$ cat config.mk
export PLATFORM = sky130hd
export DESIGN_NAME = salru_scan
export DESIGN_NICKNAME = d
export VERILOG_FILES = /design/src/hdl/salru_pkg.sv /design/src/hdl/salru_scan.sv
export SDC_FILE = /design/constraint.sdc
export NUM_CORES = 1
export LEC_CHECK = 0
export ABC_AREA = 0
export BUFFER_PORTS_ARGS = -buffer_cell sky130_fd_sc_hd__buf_2
export CORE_UTILIZATION = 46
export CTS_CLUSTER_SIZE = 8
export DETAILED_ROUTE_END_ITERATION = 7
export HOLD_SLACK_MARGIN = 0.12
export PLACE_DENSITY_LB_ADDON = 0.1
export REMOVE_ABC_BUFFERS = 1
export SLEW_MARGIN = 20
export SYNTH_ARGS = -nofsm -noshare
export SYNTH_HDL_FRONTEND = slang
export SYNTH_SLANG_ARGS = --single-unit
export TNS_END_PERCENT = 10
$ cat constraint.sdc
create_clock -name clk -period 2.3 [get_ports clk]
set_clock_uncertainty 0.2 [all_clocks]
set_input_delay 0 -clock clk [delete_from_list [all_inputs] [get_ports clk]]
set_output_delay 0 -clock clk [all_outputs]
set_load 0.02 [all_outputs]
$ cat src/hdl/salru_pkg.sv
// Shared constants, register codes and types for the set-associative LRU cache lookup.
// No dependencies; used by every module under hdl/.
`timescale 1ns / 1ps

package salru_pkg;

    localparam int WAYS     = 4;
    localparam int MAX_SETS = 512;
    localparam int ENTRIES  = MAX_SETS * WAYS;

    localparam int ENTRY_W = (ENTRIES > 1) ? $clog2(ENTRIES) : 1;
    localparam int WAY_W   = (WAYS > 1) ? $clog2(WAYS) : 1;
    localparam int SET_W   = (MAX_SETS > 1) ? $clog2(MAX_SETS) : 1;
    // floor(log2(MAX_SETS)): most index bits the store can take
    localparam int IDX_BITS_MAX = $clog2(MAX_SETS + 1) - 1;

    localparam int ADDR_W    = 32;
    localparam int TAG_W     = 32;
    localparam int STAMP_W   = 32;
    localparam int CNT_W     = 32;
    localparam int CFG_W     = 4;
    localparam int OUT_WAY_W = 4;
    localparam int CFG_IDX_W = 1;

    localparam logic [CFG_IDX_W-1:0] REG_OFFSET_BITS = 1'b0;
    localparam logic [CFG_IDX_W-1:0] REG_SET_BITS    = 1'b1;

    localparam logic [CFG_W-1:0] OFFSET_BITS_RESET = 4'd6;
    localparam logic [CFG_W-1:0] SET_BITS_RESET    = 4'd4;

    typedef struct packed {
        logic               valid;
        logic [TAG_W-1:0]   tag;
        logic [STAMP_W-1:0] stamp;
    } entry_t;

    typedef struct packed {
        logic             clr;
        logic             en;
        logic [WAY_W-1:0] way;
    } scan_ctl_t;

    typedef struct packed {
        logic             hit;
        logic [WAY_W-1:0] hit_way;
        logic             free_found;
        logic [WAY_W-1:0] free_way;
        logic [WAY_W-1:0] lru_way;
    } scan_res_t;

endpackage

$ cat src/hdl/salru_scan.sv
// Shared way evaluator: one tag compare and one stamp compare per cycle, accumulating
// first hit, first free way and oldest way over the ways of one set. Uses salru_pkg.
`timescale 1ns / 1ps

module salru_scan (
    input  logic                           clk,
    input  logic                           rst_n,
    input  salru_pkg::scan_ctl_t           ctl,
    input  logic [salru_pkg::TAG_W-1:0]    tag,
    input  salru_pkg::entry_t              entry,
    output salru_pkg::scan_res_t           res
);

    salru_pkg::scan_res_t              res_reg;
    salru_pkg::scan_res_t              res_next;
    logic [salru_pkg::STAMP_W-1:0]     lru_stamp_reg;
    logic [salru_pkg::STAMP_W-1:0]     lru_stamp_next;
    logic                              tag_eq;
    logic                              older;

    assign tag_eq = (entry.tag == tag);
    // way 0 seeds the search; strict less keeps the lowest way on ties
    assign older  = (ctl.way == '0) || (entry.stamp < lru_stamp_reg);

    always_comb
    begin
        res_next       = res_reg;
        lru_stamp_next = lru_stamp_reg;
        if (ctl.clr)
        begin
            res_next       = '0;
            lru_stamp_next = '0;
        end
        else if (ctl.en)
        begin
            if (entry.valid && tag_eq && !res_reg.hit)
            begin
                res_next.hit     = 1'b1;
                res_next.hit_way = ctl.way;
            end
            if (!entry.valid && !res_reg.free_found)
            begin
                res_next.free_found = 1'b1;
                res_next.free_way   = ctl.way;
            end
            if (entry.valid && older)
            begin
                res_next.lru_way = ctl.way;
                lru_stamp_next   = entry.stamp;
            end
        end
    end

    always_ff @(posedge clk or negedge rst_n)
    begin
        if (!rst_n)
        begin
            res_reg       <= '0;
            lru_stamp_reg <= '0;
        end
        else
        begin
            res_reg       <= res_next;
            lru_stamp_reg <= lru_stamp_next;
        end
    end

    assign res = res_reg;

endmodule
==> summary.txt <==
TritonCTS clock tree: done
RSZ-0062 raised after global routing: true
Max-Slew Margin vs Limit: 39.8%
worst setup path class: flip-flop to flip-flop
Seq/Total Area, Yosys: 31.9%
FF-to-FF Start: lru_stamp_reg[1]
most frequent cell after synthesis: nand2b_1
Setup-failing EPs final: 30
Warnings, synthesis: 0
wire per inst: 12.9 um
Peak supply drop: 0.000255 V
post-synth top area share: 31.9%
FFs w/ async S/R, synth: 100%
CP required: 2.32 ns
CTS root buf: clkbuf_8
Slew @ Worst Pin: 0.903 ns
core footprint: 6460 um^2
net switching share of the total power: 28.4%
final net count: 631
Gate power share: 30.3%
Top-Level Pins: 111
Area Growth Syn to Fin: 43.3%
Power Density: 380 nW/um^2
Synth Register Bits: 40
# placed instances: 516
Avg Cell Area, Syn: 9.58 um^2
clock share of power: 26.0%
Worst Setup Start Kind: flip-flop
cell internal pwr: 1.22 mW
Die X: 84.5 um
initial core utilization: 48.5%
Finished Cell Area: 4490 um^2
gpl congestion: 0.762
number of global-route vias before repair: 2850
global-route wire length before repair: 12300 um
sequential share of power: 43.7%
clock sinks: 40
Hold Crit Start: entry[61]
Max-Cap Viols: 0
Post-Synthesis Cells: 327
Non-Filler Instances: 574
drt drc: 9
total grt overflow: 0
FP Rows: 29
DP HPWL: 5190 um
endpoint class of the critical path: flip-flop
simple-gate share of the synthesized area: 22.1%
CTS Buf Count: 5
HP Class: input pin to flip-flop
WL final: 7380 um
Worst-Skew Late Latency: 0.29 ns
status: finished with violations
Final Hold Vio Count: 0
number of flops mapped to enable cells by yosys: 0
number of buffers added on ports: 110
H-tree levels: 2
Tot GR Track Use: 21.3%
f_max: 410 MHz
first-pass iteration count of the detailed router: 7
Adder-Cell Fraction of Synth Area: 12.4%
clk slew on worst S/H paths: 0.08 ns
number of diodes: 0
CTS Buffer Depth: 2
post-route clock period utilization: 106%
First DRT Iteration DRCs: 111
post-synthesis xor/xnor area fraction: 8.94%
Via density: 4.87
Tmin final: 2.44 ns
Placement Cell Area: 3790 um^2
largest net degree at the start of global routing: 73
Die ar.: 7150 um^2
Compound-Gate Fraction of Synth Area: 5.47%
CP startpoint: lru_stamp_reg[1]
Synth cell types: 31
synth cell count leaders: nand2b_1, dfrtp_1, mux2i_1, inv_1, ha_1
violated checks: DRC, setup timing
total number of vias: 2798
Final ANT Viol Nets: 0
Min Hold Slack: 0.132 ns
sw power: 0.484 mW
max reg flops: 32
CP max FO: 5
layout cells sized above 1: 32.2%
LEAKAGE: 2.08 nW
top post-synthesis cells by area: dfrtp_1, nand2b_1, ha_1, mux2i_1, xor2_1
antenna violations before repair: 0
Primary FF master, synth: dfrtp_1
largest area contributor in the netlist: dfrtp_1
post-synth design cell area: 3130 um^2
CP Data Arrival Time: 2.46 ns
largest family of logic cells by synthesized area: simple AND/OR/NAND/NOR gates
die outline height: 84.5 um
Max Slew Vio Count: 0
proportion of synthesized area in mux cells: 12.1%
Final WS setup: -0.141 ns
-- area by class of cell --
type / instances / area (um^2)
Clock buffer: 6 / 72.6
Clock inverter: 1 / 5.00
Fill cell: 537 / 1970
Inverter: 32 / 120
Multi-Input combinational cell: 243 / 2030
Sequential cell: 40 / 1000
Tap cell: 77 / 96.3
Timing Repair Buffer: 175 / 1170
-- power groups by stage --
| stage | logic [mW] | clock network (mW) | registers (mW) |
|---|---|---|---|
| after floorplan | 0.221 | 0 | 0.761 |
| after global placement | 0.412 | 0 | 0.758 |
| after detailed placement | 0.422 | 0 | 0.759 |
| after CTS | 0.499 | 0.461 | 0.745 |
| after global routing | 0.578 | 0.483 | 0.749 |
| final | 0.517 | 0.445 | 0.746 |
-- layout by cell type (no fill, tap or decap), drive strengths merged --
master	synthesis	routed
dlymetal6s4s	0	1
nand2b	68	68
a22oi	1	1
and4	1	1
a21oi	15	15
nor3b	1	1
a2111oi	1	1
ha	31	31
clkbuf	8	6
mux2i	38	38
nor3	6	6
xor2	28	28
o311a	1	1
buf	4	133
nand4	6	6
dlygate4sd3	0	41
inv	32	32
xnor2	4	4
nand2	9	9
o21a	1	1
or4	1	1
a21boi	1	1
clkinv	0	1
o21ai	5	5
dfrtp	40	40
nor2	10	10
or2b	2	2
nor4	8	8
o2111a	1	1
nand3	4	4
-- logic make-up after synthesis --
logic type	count (synthesis)
and+or+nand+nor	116
buffers and inverters	44
DFF	40
muxes	38
xor gates and xnor gates	32
adders and majority gates	31
AOI/OAI and AO/OA	26
-- final timing paths --
path	slack, ns	depth (start not counted)	to
max	-0.14	9	lru_stamp_reg[5]
min	0.13	7	res[6]
max reg2reg	-0.14	9	lru_stamp_reg[5]
min reg2reg	0.32	2	res[7]
max in group asynchronous	0.51	4	lru_stamp_reg[22]
min in group asynchronous	0.56	4	lru_stamp_reg[3]
-- through the flow --
stage | setup TNS [ns] | worst slack [ns] | utilization [%] | power, mW
3_5_place_dp | -6.09 | -0.219 | 58.7 | 1.18
6_report | -2.75 | -0.141 | 69.5 | 1.71
5_1_grt | -6.38 | -0.246 | 69.5 | 1.81
2_1_floorplan | -78.82 | -2.32 | - | 0.983
3_3_place_gp | -3.80 | -0.140 | 58.7 | 1.17
4_1_cts | -3.87 | -0.165 | 68.1 | 1.71
-- critical path, stage by stage (launching register included) --
cell,delay (ns)
dfrtp_1,0.40
inv_2,0.07
ha_4,0.19
a2111oi_4,0.31
nor3_2,0.10
o2111a_1,0.27
nor4_4,0.28
buf_4,0.19
buf_4,0.16
mux2i_1,0.19
-- layer usage --
metal / wire length, um / global-route usage, %
met1: 3270 / 25.3
met2: 3670 / 39.0
met3: 337 / 4.52
met4: 109 / 5.55
met5: 0 / 0
-- repair_timing --
item / CTS / global route
endpoints found under the setup margin: 34 / 53
pin swaps: 5 / 7
hold endpoints to repair: 80 / 0
gates cloned: 0 / 2
hold buffers: 42 / 0
gates resized for setup: 15 / 17
setup buffers: 3 / 4
Note: power is estimated with default switching activity, not from simulation.
